### config.mk
export PLATFORM = sky130hd
export DESIGN_NAME = wheel_encoder_gyro_odometry
export DESIGN_NICKNAME = d
export VERILOG_FILES = /design/src/design/wego_pkg.sv /design/src/design/wego_regs.sv /design/src/design/wego_mult.sv /design/src/design/wego_cordic.sv /design/src/design/wheel_encoder_gyro_odometry.sv
export VERILOG_INCLUDE_DIRS = /design/src /design/src/design
export SDC_FILE = /design/constraint.sdc
export NUM_CORES = 2
export LEC_CHECK = 0
export BUFFER_PORTS_ARGS = -buffer_cell sky130_fd_sc_hd__buf_4
export CORE_UTILIZATION = 40
export CTS_BUF_LIST = sky130_fd_sc_hd__clkbuf_4 sky130_fd_sc_hd__clkbuf_8 sky130_fd_sc_hd__clkbuf_16
export DETAILED_ROUTE_END_ITERATION = 12
export MAX_ROUTING_LAYER = met4
export PLACE_DENSITY = 0.62
export SLEW_MARGIN = 20
export SYNTH_ARGS = -nofsm -noshare
export SYNTH_HDL_FRONTEND = slang
export SYNTH_SLANG_ARGS = --single-unit
### constraint.sdc
create_clock -name clk -period 12.49 [get_ports clk]
set_clock_uncertainty 0.2 [all_clocks]
set_input_delay 0.6245 -clock clk [delete_from_list [all_inputs] [get_ports clk]]
set_output_delay 0.6245 -clock clk [all_outputs]
set_load 0.005 [all_outputs]
### src/design/wheel_encoder_gyro_odometry_macros.svh
// Assertion helpers for the odometry block.
`ifndef WHEEL_ENCODER_GYRO_ODOMETRY_MACROS_SVH
`define WHEEL_ENCODER_GYRO_ODOMETRY_MACROS_SVH

`ifndef SYNTH
`define WEGO_ASSERT(label, clk, rst_n, prop) \
	label: assert property (@(posedge clk) disable iff (!rst_n) (prop)) \
		else $error("%m: assertion failed");
`define WEGO_ASSERT_NEXT(label, clk, rst_n, cond, nxt) \
	label: assert property (@(posedge clk) disable iff (!rst_n) (cond) |=> (nxt)) \
		else $error("%m: assertion failed");
`else
`define WEGO_ASSERT(label, clk, rst_n, prop)
`define WEGO_ASSERT_NEXT(label, clk, rst_n, cond, nxt)
`endif

`endif

### src/design/wego_pkg.sv
package wego_pkg;

	localparam int CORDIC_STEPS_DEF = 16;
	localparam int ATAN_N = 24;
	localparam int ATAN_IDX_W = 5;

	localparam int ADDR_W = 4;
	localparam int DATA_W = 32;

	localparam int MUL_W = 27;
	localparam int PROD_W = 2 * MUL_W;

	// Register indexes on the configuration port.
	localparam logic [1:0] REG_TICK_TO_METER = 2'd0;
	localparam logic [1:0] REG_WRAP_HIGH = 2'd1;
	localparam logic [1:0] REG_WRAP_LOW = 2'd2;

	localparam logic [15:0] TICK_TO_METER_RST = 16'd1431;
	localparam logic [15:0] WRAP_HIGH_RST = 16'd60000;
	localparam logic [14:0] WRAP_LOW_RST = 15'd1000;

	localparam logic signed [MUL_W-1:0] CORDIC_GAIN = 27'sd10188014;

	// Centidegrees to a 32-bit phase: hr * 2^32 / 36000 splits into an integer
	// part per centidegree and a remainder fraction (hr * 1456 + 1125) / 2250.
	localparam logic signed [17:0] FULL_TURN = 18'sd36000;
	localparam logic [MUL_W-1:0] PHASE_INT = 27'd119304;
	localparam logic [MUL_W-1:0] PHASE_FRAC_NUM = 27'd1456;
	localparam logic [25:0] PHASE_RND = 26'd1125;
	localparam logic [MUL_W-1:0] PHASE_DEN = 27'd2250;
	// floor(2^37 / 2250); the quotient estimate is at most one too small.
	localparam logic [MUL_W-1:0] RECIP_M = 27'd61083979;
	localparam int RECIP_SHIFT = 37;

	localparam logic [31:0] QUARTER_TURN = 32'h4000_0000;
	localparam logic [31:0] HALF_TURN = 32'h8000_0000;
	localparam logic [31:0] THREE_QUARTER_TURN = 32'hC000_0000;

	localparam logic signed [63:0] ROUND_BIAS = 64'sh0000_0001_0000_0000;

	localparam logic [31:0] ATAN_PHASE [ATAN_N] = '{
		32'h20000000, 32'h12E4051E, 32'h09FB385B, 32'h051111D4,
		32'h028B0D43, 32'h0145D7E1, 32'h00A2F61E, 32'h00517C55,
		32'h0028BE53, 32'h00145F2F, 32'h000A2F98, 32'h000517CC,
		32'h00028BE6, 32'h000145F3, 32'h0000A2FA, 32'h0000517D,
		32'h000028BE, 32'h0000145F, 32'h00000A30, 32'h00000518,
		32'h0000028C, 32'h00000146, 32'h000000A3, 32'h00000051
	};

	typedef struct packed {
		logic [15:0] tick_to_meter;
		logic [15:0] wrap_high;
		logic [14:0] wrap_low;
	} cfg_t;

	typedef struct packed {
		logic load;
		logic [31:0] phase;
	} cordic_req_t;

	typedef struct packed {
		logic busy;
		logic done;
	} cordic_rsp_t;

	typedef enum logic [3:0] {
		ST_IDLE,
		ST_REDUCE,
		ST_MUL_N,
		ST_MUL_BASE,
		ST_MUL_RECIP,
		ST_MUL_CHECK,
		ST_PHASE,
		ST_CORDIC,
		ST_X_LO,
		ST_X_HI,
		ST_Y_LO,
		ST_Y_HI,
		ST_SUM_Y,
		ST_DONE
	} state_t;

	function automatic logic [31:0] atan_phase(input logic [ATAN_IDX_W-1:0] idx);
		logic [31:0] val;
		val = '0;
		if (int'(idx) < ATAN_N) begin
			val = ATAN_PHASE[idx];
		end
		return val;
	endfunction

endpackage

### src/design/wego_regs.sv
module wego_regs (
	input  logic                            clk,
	input  logic                            arst_n,
	input  logic                            psel,
	input  logic                            penable,
	input  logic                            pwrite,
	input  logic [wego_pkg::ADDR_W-1:0]     paddr,
	input  logic [wego_pkg::DATA_W-1:0]     pwdata,
	output logic [wego_pkg::DATA_W-1:0]     prdata,
	output logic                            pready,
	output wego_pkg::cfg_t                  cfg
);

	localparam int DW = wego_pkg::DATA_W;

	logic wr_en;
	wego_pkg::cfg_t cfg_q;

	assign pready = 1'b1;
	assign wr_en = psel && penable && pwrite;
	assign cfg = cfg_q;

	always_ff @(posedge clk or negedge arst_n) begin
		if (!arst_n) begin
			cfg_q.tick_to_meter <= wego_pkg::TICK_TO_METER_RST;
			cfg_q.wrap_high <= wego_pkg::WRAP_HIGH_RST;
			cfg_q.wrap_low <= wego_pkg::WRAP_LOW_RST;
		end else if (wr_en) begin
			unique case (paddr[3:2])
				wego_pkg::REG_TICK_TO_METER: cfg_q.tick_to_meter <= pwdata[15:0];
				wego_pkg::REG_WRAP_HIGH: cfg_q.wrap_high <= pwdata[15:0];
				wego_pkg::REG_WRAP_LOW: cfg_q.wrap_low <= pwdata[14:0];
				default: ;
			endcase
		end
	end

	always_comb begin
		unique case (paddr[3:2])
			wego_pkg::REG_TICK_TO_METER: prdata = DW'(cfg_q.tick_to_meter);
			wego_pkg::REG_WRAP_HIGH: prdata = DW'(cfg_q.wrap_high);
			wego_pkg::REG_WRAP_LOW: prdata = DW'(cfg_q.wrap_low);
			default: prdata = '0;
		endcase
	end

endmodule

### src/design/wego_mult.sv
module wego_mult (
	input  logic                                 clk,
	input  logic signed [wego_pkg::MUL_W-1:0]    a,
	input  logic signed [wego_pkg::MUL_W-1:0]    b,
	output logic signed [wego_pkg::PROD_W-1:0]   prod
);

	logic signed [wego_pkg::PROD_W-1:0] prod_q;

	// Shared signed multiplier; every product is registered before use.
	always_ff @(posedge clk) begin
		prod_q <= a * b;
	end

	assign prod = prod_q;

endmodule

### src/design/wego_cordic.sv
`include "wheel_encoder_gyro_odometry_macros.svh"

module wego_cordic #(
	parameter int STEPS = wego_pkg::CORDIC_STEPS_DEF
) (
	input  logic                                clk,
	input  logic                                arst_n,
	input  wego_pkg::cordic_req_t               req,
	output wego_pkg::cordic_rsp_t               rsp,
	output logic signed [wego_pkg::MUL_W-1:0]   cos_val,
	output logic signed [wego_pkg::MUL_W-1:0]   sin_val
);

	localparam int MW = wego_pkg::MUL_W;
	localparam int IW = wego_pkg::ATAN_IDX_W;
	localparam int CW = (STEPS > 1) ? $clog2(STEPS) : 1;
	localparam logic [CW-1:0] LAST = CW'(STEPS - 1);

	logic [CW-1:0] cnt_q;
	logic busy_q;
	logic done_q;
	logic flip_q;
	logic signed [MW-1:0] x_q;
	logic signed [MW-1:0] y_q;
	logic signed [31:0] z_q;

	logic signed [MW-1:0] x_sh;
	logic signed [MW-1:0] y_sh;
	logic signed [MW-1:0] nx;
	logic signed [MW-1:0] ny;
	logic signed [31:0] nz;
	logic signed [31:0] ang;
	logic last;
	logic flip_d;
	logic [31:0] phase_adj;

	assign last = (cnt_q == LAST);
	assign ang = signed'(wego_pkg::atan_phase(IW'(cnt_q)));
	assign x_sh = x_q >>> cnt_q;
	assign y_sh = y_q >>> cnt_q;

	// Phases in the left half plane are turned by a half turn and the
	// resulting vector negated at the end.
	assign flip_d = (req.phase >= wego_pkg::QUARTER_TURN) &&
		(req.phase < wego_pkg::THREE_QUARTER_TURN);
	assign phase_adj = flip_d ? (req.phase - wego_pkg::HALF_TURN) : req.phase;

	always_comb begin
		if (!z_q[31]) begin
			nx = x_q - y_sh;
			ny = y_q + x_sh;
			nz = z_q - ang;
		end else begin
			nx = x_q + y_sh;
			ny = y_q - x_sh;
			nz = z_q + ang;
		end
	end

	always_ff @(posedge clk or negedge arst_n) begin
		if (!arst_n) begin
			busy_q <= 1'b0;
			done_q <= 1'b0;
			cnt_q <= '0;
		end else begin
			done_q <= 1'b0;
			if (req.load) begin
				busy_q <= 1'b1;
				cnt_q <= '0;
			end else if (busy_q) begin
				if (last) begin
					busy_q <= 1'b0;
					done_q <= 1'b1;
				end else begin
					cnt_q <= cnt_q + 1'b1;
				end
			end
		end
	end

	always_ff @(posedge clk) begin
		if (req.load) begin
			x_q <= wego_pkg::CORDIC_GAIN;
			y_q <= '0;
			z_q <= signed'(phase_adj);
			flip_q <= flip_d;
		end else if (busy_q) begin
			z_q <= nz;
			if (last && flip_q) begin
				x_q <= -nx;
				y_q <= -ny;
			end else begin
				x_q <= nx;
				y_q <= ny;
			end
		end
	end

	assign rsp.busy = busy_q;
	assign rsp.done = done_q;
	assign cos_val = x_q;
	assign sin_val = y_q;

	`WEGO_ASSERT(a_no_load_while_busy, clk, arst_n, !(req.load && busy_q))
	`WEGO_ASSERT(a_done_follows_run, clk, arst_n, !done_q || $past(busy_q))
	`WEGO_ASSERT_NEXT(a_busy_after_load, clk, arst_n, req.load, busy_q)

endmodule

### src/design/wheel_encoder_gyro_odometry.sv
// Wheel odometry with gyro heading.
// Sample channel (sample_valid/sample_ready) takes two 16-bit encoder counts
// and a gyro angle in centidegrees; result channel (result_valid/result_ready)
// returns the Q16.16 position and the relative heading, one result per item.
// Registers tick_to_meter, wrap_high and wrap_low sit on the APB port at
// byte addresses 0, 4 and 8; write them only while the block is idle.
// One item is worked on at a time. Its work is the iterative CORDIC, one
// rotation per cycle, plus a chain of products through the single shared
// 27x27 multiplier.
// After reset the position and heading offset are zero; the second item
// after reset zeroes the position and captures its heading as the offset.
// The result sits in an output register. If the receiver stalls, the block
// still accepts and works on the next item, but holds it in its final step
// until the pending result has been taken.
`include "wheel_encoder_gyro_odometry_macros.svh"

module wheel_encoder_gyro_odometry #(
	parameter int CORDIC_STEPS = wego_pkg::CORDIC_STEPS_DEF
) (
	input  logic                            clk,
	input  logic                            arst_n,
	input  logic                            sample_valid,
	output logic                            sample_ready,
	input  logic [15:0]                     left_count,
	input  logic [15:0]                     right_count,
	input  logic signed [15:0]              gyro_angle,
	output logic                            result_valid,
	input  logic                            result_ready,
	output logic signed [31:0]              pos_x,
	output logic signed [31:0]              pos_y,
	output logic signed [16:0]              heading,
	input  logic                            psel,
	input  logic                            penable,
	input  logic                            pwrite,
	input  logic [wego_pkg::ADDR_W-1:0]     paddr,
	input  logic [wego_pkg::DATA_W-1:0]     pwdata,
	output logic [wego_pkg::DATA_W-1:0]     prdata,
	output logic                            pready
);

	localparam int MW = wego_pkg::MUL_W;
	localparam int RS = wego_pkg::RECIP_SHIFT;

	wego_pkg::state_t state_q;
	wego_pkg::state_t state_d;
	wego_pkg::cfg_t cfg;
	wego_pkg::cordic_req_t cordic_req;
	wego_pkg::cordic_rsp_t cordic_rsp;

	logic [15:0] prev_left_q;
	logic [15:0] prev_right_q;
	logic [31:0] acc_x_q;
	logic [31:0] acc_y_q;
	logic [16:0] offset_q;
	logic captured_q;
	logic [2:0] sample_phase_q;
	logic result_valid_q;

	logic signed [18:0] sum_q;
	logic [16:0] head_q;
	logic [15:0] hr_q;
	logic signed [34:0] dist_q;
	logic [25:0] n_q;
	logic [31:0] base_q;
	logic [14:0] qe_q;
	logic signed [63:0] acc_q;
	logic [31:0] dx_q;
	logic [31:0] dy_q;
	logic signed [31:0] pos_x_q;
	logic signed [31:0] pos_y_q;
	logic signed [16:0] heading_q;

	logic accept;
	logic out_load;
	logic capture;
	logic signed [17:0] dl;
	logic signed [17:0] dr;
	logic [16:0] head_bits;
	logic signed [17:0] h_ext;
	logic signed [17:0] h_add1;
	logic signed [17:0] h_add2;
	logic signed [17:0] h_sub;
	logic [15:0] hr_d;
	logic signed [MW-1:0] mul_a;
	logic signed [MW-1:0] mul_b;
	logic signed [wego_pkg::PROD_W-1:0] prod;
	logic signed [MW-1:0] cos_val;
	logic signed [MW-1:0] sin_val;
	logic signed [MW-1:0] dist_lo;
	logic signed [MW-1:0] dist_hi;
	logic [25:0] rem;
	logic [14:0] q_fix;
	logic [31:0] phase_v;
	logic signed [63:0] p_sum;
	logic [31:0] d_round;
	logic [31:0] new_x;
	logic [31:0] new_y;

	wego_regs u_regs (
		.clk     (clk),
		.arst_n  (arst_n),
		.psel    (psel),
		.penable (penable),
		.pwrite  (pwrite),
		.paddr   (paddr),
		.pwdata  (pwdata),
		.prdata  (prdata),
		.pready  (pready),
		.cfg     (cfg)
	);

	wego_mult u_mult (
		.clk  (clk),
		.a    (mul_a),
		.b    (mul_b),
		.prod (prod)
	);

	wego_cordic #(
		.STEPS (CORDIC_STEPS)
	) u_cordic (
		.clk     (clk),
		.arst_n  (arst_n),
		.req     (cordic_req),
		.rsp     (cordic_rsp),
		.cos_val (cos_val),
		.sin_val (sin_val)
	);

	// Tick difference with correction when the count passes the wrap point.
	function automatic logic signed [17:0] wheel_diff(
		input logic [15:0] cur,
		input logic [15:0] prev,
		input logic [15:0] wh,
		input logic [14:0] wl
	);
		logic signed [17:0] d;
		d = signed'({2'b00, cur}) - signed'({2'b00, prev});
		if (prev > wh && cur < {1'b0, wl}) begin
			d = d + 18'sd65536;
		end
		if (prev < {1'b0, wl} && cur > wh) begin
			d = d - 18'sd65536;
		end
		return d;
	endfunction

	assign accept = sample_valid && sample_ready;
	assign dl = wheel_diff(left_count, prev_left_q, cfg.wrap_high, cfg.wrap_low);
	assign dr = wheel_diff(right_count, prev_right_q, cfg.wrap_high, cfg.wrap_low);
	assign head_bits = 17'(gyro_angle) - offset_q;

	// Heading reduced to [0, 36000).
	assign h_ext = 18'(signed'(head_q));
	assign h_add1 = h_ext + wego_pkg::FULL_TURN;
	assign h_add2 = h_add1 + wego_pkg::FULL_TURN;
	assign h_sub = h_ext - wego_pkg::FULL_TURN;

	always_comb begin
		if (h_ext < 0) begin
			hr_d = (h_add1 < 0) ? h_add2[15:0] : h_add1[15:0];
		end else if (h_ext >= wego_pkg::FULL_TURN) begin
			hr_d = h_sub[15:0];
		end else begin
			hr_d = h_ext[15:0];
		end
	end

	// The quotient estimate is corrected by one compare against the divisor.
	assign rem = n_q - prod[25:0];
	assign q_fix = qe_q + 15'(rem >= wego_pkg::PHASE_DEN[25:0]);
	assign phase_v = base_q + 32'(q_fix);

	assign dist_lo = MW'({1'b0, dist_q[17:0]});
	assign dist_hi = MW'(signed'(dist_q[34:18]));

	// The full product is built from two partial products; the bias for
	// round-half-up is already in acc_q.
	assign p_sum = acc_q + (64'(prod) <<< 18);
	assign d_round = {p_sum[63], p_sum[63:33]};

	assign new_x = acc_x_q + dx_q;
	assign new_y = acc_y_q + dy_q;
	assign capture = !captured_q && (sample_phase_q != 3'd0);

	always_comb begin
		state_d = state_q;
		sample_ready = 1'b0;
		out_load = 1'b0;
		mul_a = '0;
		mul_b = '0;
		cordic_req.load = 1'b0;
		cordic_req.phase = phase_v;
		unique case (state_q)
			wego_pkg::ST_IDLE: begin
				sample_ready = 1'b1;
				if (sample_valid) begin
					state_d = wego_pkg::ST_REDUCE;
				end
			end
			wego_pkg::ST_REDUCE: begin
				mul_a = MW'(cfg.tick_to_meter);
				mul_b = MW'(sum_q);
				state_d = wego_pkg::ST_MUL_N;
			end
			wego_pkg::ST_MUL_N: begin
				mul_a = MW'(hr_q);
				mul_b = wego_pkg::PHASE_FRAC_NUM;
				state_d = wego_pkg::ST_MUL_BASE;
			end
			wego_pkg::ST_MUL_BASE: begin
				mul_a = MW'(hr_q);
				mul_b = wego_pkg::PHASE_INT;
				state_d = wego_pkg::ST_MUL_RECIP;
			end
			wego_pkg::ST_MUL_RECIP: begin
				mul_a = MW'(n_q);
				mul_b = wego_pkg::RECIP_M;
				state_d = wego_pkg::ST_MUL_CHECK;
			end
			wego_pkg::ST_MUL_CHECK: begin
				mul_a = MW'(prod[RS+14:RS]);
				mul_b = wego_pkg::PHASE_DEN;
				state_d = wego_pkg::ST_PHASE;
			end
			wego_pkg::ST_PHASE: begin
				cordic_req.load = 1'b1;
				state_d = wego_pkg::ST_CORDIC;
			end
			wego_pkg::ST_CORDIC: begin
				if (cordic_rsp.done) begin
					state_d = wego_pkg::ST_X_LO;
				end
			end
			wego_pkg::ST_X_LO: begin
				mul_a = dist_lo;
				mul_b = cos_val;
				state_d = wego_pkg::ST_X_HI;
			end
			wego_pkg::ST_X_HI: begin
				mul_a = dist_hi;
				mul_b = cos_val;
				state_d = wego_pkg::ST_Y_LO;
			end
			wego_pkg::ST_Y_LO: begin
				mul_a = dist_lo;
				mul_b = sin_val;
				state_d = wego_pkg::ST_Y_HI;
			end
			wego_pkg::ST_Y_HI: begin
				mul_a = dist_hi;
				mul_b = sin_val;
				state_d = wego_pkg::ST_SUM_Y;
			end
			wego_pkg::ST_SUM_Y: begin
				state_d = wego_pkg::ST_DONE;
			end
			wego_pkg::ST_DONE: begin
				if (!result_valid_q || result_ready) begin
					out_load = 1'b1;
					state_d = wego_pkg::ST_IDLE;
				end
			end
			default: begin
				state_d = wego_pkg::ST_IDLE;
			end
		endcase
	end

	always_ff @(posedge clk or negedge arst_n) begin
		if (!arst_n) begin
			state_q <= wego_pkg::ST_IDLE;
		end else begin
			state_q <= state_d;
		end
	end

	always_ff @(posedge clk or negedge arst_n) begin
		if (!arst_n) begin
			prev_left_q <= '0;
			prev_right_q <= '0;
			acc_x_q <= '0;
			acc_y_q <= '0;
			offset_q <= '0;
			captured_q <= 1'b0;
			sample_phase_q <= '0;
			result_valid_q <= 1'b0;
		end else begin
			if (accept) begin
				prev_left_q <= left_count;
				prev_right_q <= right_count;
			end
			if (out_load) begin
				result_valid_q <= 1'b1;
				if (capture) begin
					acc_x_q <= '0;
					acc_y_q <= '0;
					offset_q <= head_q;
					captured_q <= 1'b1;
				end else begin
					acc_x_q <= new_x;
					acc_y_q <= new_y;
				end
				sample_phase_q <= (sample_phase_q == 3'd4) ? 3'd0 : sample_phase_q + 3'd1;
			end else if (result_ready) begin
				result_valid_q <= 1'b0;
			end
		end
	end

	always_ff @(posedge clk) begin
		if (accept) begin
			sum_q <= 19'(dl) + 19'(dr);
			head_q <= head_bits;
		end
		unique case (state_q)
			wego_pkg::ST_REDUCE: hr_q <= hr_d;
			wego_pkg::ST_MUL_N: dist_q <= prod[34:0];
			wego_pkg::ST_MUL_BASE: n_q <= prod[25:0] + wego_pkg::PHASE_RND;
			wego_pkg::ST_MUL_RECIP: base_q <= prod[31:0];
			wego_pkg::ST_MUL_CHECK: qe_q <= prod[RS+14:RS];
			wego_pkg::ST_X_HI: acc_q <= 64'(prod) + wego_pkg::ROUND_BIAS;
			wego_pkg::ST_Y_LO: dx_q <= d_round;
			wego_pkg::ST_Y_HI: acc_q <= 64'(prod) + wego_pkg::ROUND_BIAS;
			wego_pkg::ST_SUM_Y: dy_q <= d_round;
			default: ;
		endcase
		if (out_load) begin
			pos_x_q <= capture ? '0 : signed'(new_x);
			pos_y_q <= capture ? '0 : signed'(new_y);
			heading_q <= signed'(head_q);
		end
	end

	assign result_valid = result_valid_q;
	assign pos_x = pos_x_q;
	assign pos_y = pos_y_q;
	assign heading = heading_q;

	`WEGO_ASSERT(a_phase_range, clk, arst_n, sample_phase_q < 3'd5)
	`WEGO_ASSERT_NEXT(a_busy_after_accept, clk, arst_n, accept, !sample_ready)
	`WEGO_ASSERT_NEXT(a_capture_sticky, clk, arst_n, captured_q, captured_q)
	`WEGO_ASSERT(a_cordic_in_step, clk, arst_n, !cordic_rsp.busy || state_q == wego_pkg::ST_CORDIC)

endmodule

# Word level (Yosys, flattened, before mapping)
# Memory sizes are Yosys's and may differ from the RTL's.
# Cells that the tools add are included.
[op_classes] n_addsub=30 mul=1 div_mod_pow=0 order_cmp=15 n_eq_ne=21 n_shift=2 muxes=42 bitwise_logic=1 n_reduce_logical=29
[op_table] op="2-to-1 mux 32 bit" n=8
[op_table] op="one-hot mux 27 bit (7 select lines)" n=1
[op_table] op="one-hot mux 27 bit (6 select lines)" n=1
[op_table] op="2-to-1 mux 27 bit" n=4
[op_table] op="adder 32 bit" n=3
[op_table] op="2-to-1 mux 18 bit" n=4
[op_table] op="adder 64 bit" n=1
[op_table] op="> comparator 16 bit" n=4
[op_table] op="less-than comparator 16 x 15 -> 1 bit" n=4
[op_table] op="one-hot mux 4 bit (14 select lines)" n=1
[op_table] op="adder 54 x 34 -> 55 bit (second input constant)" n=1
[op_table] op="adder 27 bit" n=2
[op_table] op="multiplier 27 x 27 -> 54 bit" n=1
[op_table] op="negation 27 bit" n=2
[op_table] op=">>> shifter 27 x 4 -> 27 bit" n=2
[op_table] op="subtractor 27 bit" n=2
[op_table] op="2-to-1 mux 16 bit" n=3
[op_table] op="one-hot mux 16 bit (3 select lines)" n=1
[op_table] op="adder 17 x 18 -> 18 bit (second input constant)" n=2
[op_table] op="subtractor 18 bit (second input constant)" n=2
[op_table] op="subtractor 16 x 16 -> 17 bit" n=2
[op_table] op="adder 32 x 15 -> 32 bit" n=1
[op_table] op="greater-or-equal comparator 32 x 31 -> 1 bit (second input constant)" n=1
[op_table] op="less-than comparator 32 bit (second input constant)" n=1
[op_table] op="40 further kinds" n=87
[totals] regBits=683 latch_bits=0 mem_bits_rw=0 romBits=1024 input_bits=91 output_inout_bits=116 wordCells=175 memories=1
[memory_table] name="(no name shown)" words=32 word_bits=32 rd=1 rd_clocked_by_memory_dff=0 wr=0 line="wego_pkg.sv:87" text="val = ATAN_PHASE[idx];"

# Depth between registers and ports, before layout
[depth] ltp_word=8 ltp_mapped=37 mapped_depth_nobuf=34

# By module
# Synthesis repeated with hierarchy kept, for this count alone.
[unflattened] cells_unflattened=8031 area_unflattened_um2=74986.9
[by_module_without_submodules] module="wheel_encoder_gyro_odometry" n_inst=1 cells_each=3052 area_per_inst_um2=30769.5 seq_area_each_um2=13262.7
[by_module_without_submodules] module="wego_mult" n_inst=1 cells_each=3015 area_per_inst_um2=27687.8 seq_area_each_um2=1081.0
[by_module_without_submodules] module="wego_cordic" n_inst=1 cells_each=1790 area_per_inst_um2=14212.4 seq_area_each_um2=2222.1
[by_module_without_submodules] module="wego_regs" n_inst=1 cells_each=174 area_per_inst_um2=2317.2 seq_area_each_um2=1201.2

# Least setup slack after synthesis
# No wires, ideal clock.
[synth_path] kind="flip-flop to flip-flop" startpoint="register state_q[3]" endpoint="register u_mult.prod_q (netlist bit u_mult.prod[52])" setup_ps=72 arrival_time_ps=10347 required_time_ps=12218 slack_ps=1871 stages_incl_launch_ff=34 path_buffers=3 synth_period_minus_slack_ps=10619 cell_sequence="dfrtp_1 clkbuf_1 buf_1 nor3_1 a21oi_1 o21ai_1 clkbuf_1 nand2_1 fa_1 inv_1 fa_1 inv_1 fa_1 inv_1 fa_1 inv_1 fa_1 inv_1 fa_1 inv_1 fa_1 inv_1 ha_1 inv_1 o21bai_1 a221oi_1 o21ai_0 o21ai_0 a2111oi_0 nor2_1 o41ai_1 nor4_1 nor3_1 xor2_1"
[synth_between] elab_chain_len=4 elab_cells_between_ends=17 classes_between="mul (1); eq/ne (9); mux (2); reduce/logical (5)"
[synth_lines] element="start: declaration" line="wheel_encoder_gyro_odometry.sv:44" text="wego_pkg::state_t state_q;"
[synth_lines] element="start signal: assignment" line="wheel_encoder_gyro_odometry.sv:272" text="state_q <= wego_pkg::ST_IDLE;"
[synth_lines] element="start signal: assignment" line="wheel_encoder_gyro_odometry.sv:274" text="state_q <= state_d;"
[synth_lines] element="equality test 4 bit / equality test 4 x 2 -> 1 bit (equally long branches)" line="wheel_encoder_gyro_odometry.sv:194" text="unique case (state_q)"
[synth_lines] element="OR reduction 2 bit (no line)"
[synth_lines] element="one-hot mux 27 bit (7 select lines) / one-hot mux 27 bit (6 select lines) (equally long branches)" line="wheel_encoder_gyro_odometry.sv:194"
[synth_lines] element="multiplier 27 x 27 -> 54 bit *" line="wego_mult.sv:12" text="prod_q <= a * b;"
[synth_lines] element="end signal: assignment" line="wego_mult.sv:12"
[synth_lines] element="end: declaration" line="wego_mult.sv:8" text="logic signed [wego_pkg::PROD_W-1:0] prod_q;"
# Every way passes the cells marked *; elsewhere a longest branch is shown, timed or not.
# A chain may end at the register's enable or synchronous reset.

# Final worst setup path
# Same ends and word-level chain as after synthesis.

==> metrics.md <==
| Metric | Value |
|---|---|
| Status | complete, no violations |
| Combinational share of power | 0.702 |
| Iter 0 DRT Violations | roughly 4700 |
| Top Layer Used | met4 |
| Period utilization | 0.892 |
| Crit-path slowest cell | a221o_1 |
| Critical Path RT | ~13 ns |
| Post-CTS setup repair buffer count | 0 |
| Power Internal | 0.0102 W |
| Cell area after synthesis | between 70000 and 80000 um^2 |
| Hold Crit Depth | 3 |
| Pre-Repair DR Iteration Count | 6 |
| Met3 wire length | ~14 mm |
| Seq pwr share | 0.179 |
| TritonCTS buffer count | between 70 and 80 |
| Setup TNS | 0 ns |
| CP Capture Type | flip-flop |
| Worst-path clk slew | around 0.070 ns |
| Yosys reg bits | 656 |
| Remaining global-route overflow | 0 |
| PwrDens | ~250 nW/um^2 |
| # fillers | between 15000 and 20000 |
| Mapped Cells | around 8000 |
| Top FF cell, synth | edfxtp_1 |
| Number of flops mapped to enable cells by yosys | ~370 |
| Max Root-Sink Buffers | 3 |
| Met1 WL | 95.2 mm |
| Layout cell share with drive strength beyond 1 | 0.0821 |
| Final Hold Vio Count | 0 |
| Clock Sinks | 656 |
| Area growth, synth to finish | 10.1% |
| Reg area | about 18000 um^2 |
| Worst Reg2Reg Path Length in Cells | 27 |
| Die Area | about 180000 um^2 |
| Initial antenna violation count | 9 |
| Ys Warns | 0 |
| Post-synth top area share | 0.211 |
| Startpoint types | flip-flop |
| Number of global-route vias before repair | about 59000 |
| Total GRT Usage | 0.246 |
| CP max stage delay | 0.98 ns |
| # Max-Cap Violations | 0 |
| Placed Instance Area | 77200 um^2 |
| WL met2 | ~110 mm |
| Residual DRC | 0 |
| Avg Vias per Cell | approximately 5.5 |
| Starting Density | 0.404 |
| P_leak | 37.2 nW |
| Min Tclk post-route | ~11 ns |
| Post-route design area | 80500 um^2 |
| Slew headroom | 0.175 |
| Largest net degree at the start of global routing | approximately 100 |
| Setup violators final | 0 |
| Leading area contributor after synthesis | fa_1 |
| Mapped Avg Cell Area | 9.19 um^2 |
| Routed WL | 222 mm |
| Port-buffer cells | between 150 and 200 |
| Max-slew violation count | 0 |
| Switching part of the total | 0.502 |
| Peak supply drop | between 0.2 and 0.25 mV |
| Setup CP Type | reg -> reg |
| Clock Power Share | 0.119 |
| Synth cell count leaders | 1136 x inv_1, 1103 x nand2_1, 772 x fa_1, 599 x ha_1, 487 x nor2_1 |
| Largest cells by area after synthesis | fa_1 21%, edfxtp_1 15%, ha_1 10%, inv_1 5.8%, nand2_1 5.7% |
| Sw power | between 0.01 and 0.015 W |
| Vias | around 58000 |
| Fmax | around 90 MHz |
| RSZ-0062 raised after global routing | no |
| Ys async rst share | 0.267 |
| Sequential share of the synthesized area | 0.243 |
| Root Buffer Master | clkbuf_16 |
| Placement Rows | ~160 |
| CP arrival | approximately 12 ns |
| WL per Instance | 21.0 um |
| Final HPWL DP | 175 mm |
| Clock Latency Late Sink | approximately 0.72 ns |
| Post-route ant nets | 0 |
| Nets | between 9000 and 10000 |
| Core area | between 150000 and 200000 um^2 |
| Most frequent cell after synthesis | inv_1 |
| Area of the multi-input gates | about 50000 um^2 |
| Die Height | approximately 430 um |
| GP Congestion | 0.953 |
| Most frequent CP cell | inv_1 |
| Worst Max-Slew Pin Slew | around 1.2 ns |
| Synth unique cells | 108 |
| First-pass GRT wire length | around 340 mm |
| Die extent in x | between 400 and 500 um |
| CTS tree | built |
| H-tree depth | 3 |
| I/O Pins | about 210 |
| Crit Path Max Fanout | 18 |
| Worst Hold Class | in -> reg |
==> routing by layer <==
layer / vias to the layer above / global-route usage
met5: - / -
met4: 0 / 0.0747
met3: 382 / 0.0359
met2: 1857 / 0.397
met1: 29057 / 0.319
li1: 26794 / -
==> kinds of logic (layout without fill, tap and decap cells) <==
group                    Yosys count  count (layout)  synth area share
AND/OR/NAND/NOR                 2274            2274             0.139
XOR/XNOR                         478             478            0.0574
multiplexers                     218             218            0.0389
flip-flops                       656             656             0.243
buffers and inverters           1456            1638            0.0769
other                              2              24          0.000103
AO/OA/AOI/OAI                   1497            1497             0.131
adder cells (fa/ha/maj)         1371            1371             0.314
==> critical path, delay by kind of cell (launching register included) <==
| family | cells | cell delay (ns) |
|---|---|---|
| adder cells (fa/ha/maj) | 8 | 4.19 |
| buffers and inverters | 8 | 1.63 |
| AND/OR/NAND/NOR | 7 | 1.72 |
| flip-flops | 1 | 0.77 |
| XOR/XNOR | 1 | 0.18 |
| AO/OA/AOI/OAI | 3 | 2.34 |
==> timing repair <==
item / CTS / global route
resized for setup: 0 / 0
endpoints found under the setup margin: 0 / 0
hold endpoints to repair: 116 / 0
hold buffers: 47 / 0
==> power by group through the flow <==
stage / sequential [W] / combinational (W) / clock, W
global placement: 0.00369 / 0.0139 / 0
global route: 0.00371 / 0.0160 / 0.00257
finish: 0.00368 / 0.0144 / 0.00245
CTS: 0.00366 / 0.0143 / 0.00249
floorplan: 0.00334 / 0.0110 / 0
detailed placement: 0.00370 / 0.0141 / 0
==> flip-flops by register name (all words and copies together) (netlist names), 19 cells and up <==
| signal | count |
|---|---|
| u_mult.prod | 54 |
| u_regs.cfg | 47 |
| acc_q | 37 |
| dist_q | 35 |
| acc_x_q | 32 |
| acc_y_q | 32 |
| base_q | 32 |
| pos_x | 32 |
| pos_y | 32 |
| u_cordic.z_q | 32 |
| dx_q | 31 |
| dy_q | 31 |
| u_cordic.cos_val | 27 |
| u_cordic.sin_val | 27 |
| n_q | 26 |
| sum_q | 19 |
==> placed cells by master, fill, tap and decap left out, types with 37 or more instances in the layout <==
cell type	Yosys	final
a211oi_1	61	61
o21a_1	53	53
buf_4	20	298
xnor2_1	305	305
nor2b_1	65	64
dlygate4sd3_1	0	47
mux2_2	70	70
a22oi_1	38	38
o21ai_1	45	37
xor2_1	172	172
o31ai_1	49	48
a21o_1	160	160
mux2i_1	101	101
dfrtp_1	155	149
nor3_1	82	75
fa_1	772	772
and2_1	98	98
a21oi_1	395	394
clkbuf_16	0	80
inv_1	1136	1136
dfxtp_1	108	108
edfxtp_1	373	373
ha_1	599	599
nor2_1	487	481
nand4_1	51	51
mux4_2	38	38
nand2b_1	80	80
nand2_1	1103	1103
and3_1	55	53
nand3_1	124	124
o21ai_0	333	327
a31oi_1	61	61
==> cell type report <==
cell class | count | share of cell area
inverter | 1147 | 0.0535
multi-input combinational | 5855 | 0.620
antenna | 7 | 0.000218
clock buffer | 108 | 0.0283
clock inverter | 36 | 0.00605
timing repair buffer | 347 | 0.0341
tap | 2370 | 0.0368
sequential | 656 | 0.221
==> per-stage QoR <==
step	power [W]	utilization	setup WS, ns	hold slack, ns	instances
finish	0.0205	0.444	1.35	0.0447	10526
global route	0.0222	0.444	1.03	0.0560	10522
CTS	0.0204	0.444	1.49	0.00255	10518
detailed placement	0.0178	0.426	1.53	0.271	10327
global placement	0.0176	0.426	1.60	0.267	10327
floorplan	0.0143	-	1.87	0.129	7967
==> final timing paths <==
kind,start,end,slack (ns)
max,state_q[3],u_mult.prod[52],1.35
max in group asynchronous,arst_n,u_cordic.cnt_q[1],10.51
min,right_count[6],prev_right_q[6],0.04
min reg2reg,acc_y_q[23],acc_y_q[23],0.28
max reg2reg,state_q[3],u_mult.prod[52],1.35
min in group asynchronous,arst_n,offset_q[13],0.27
(Power assumes the default switching activity.)
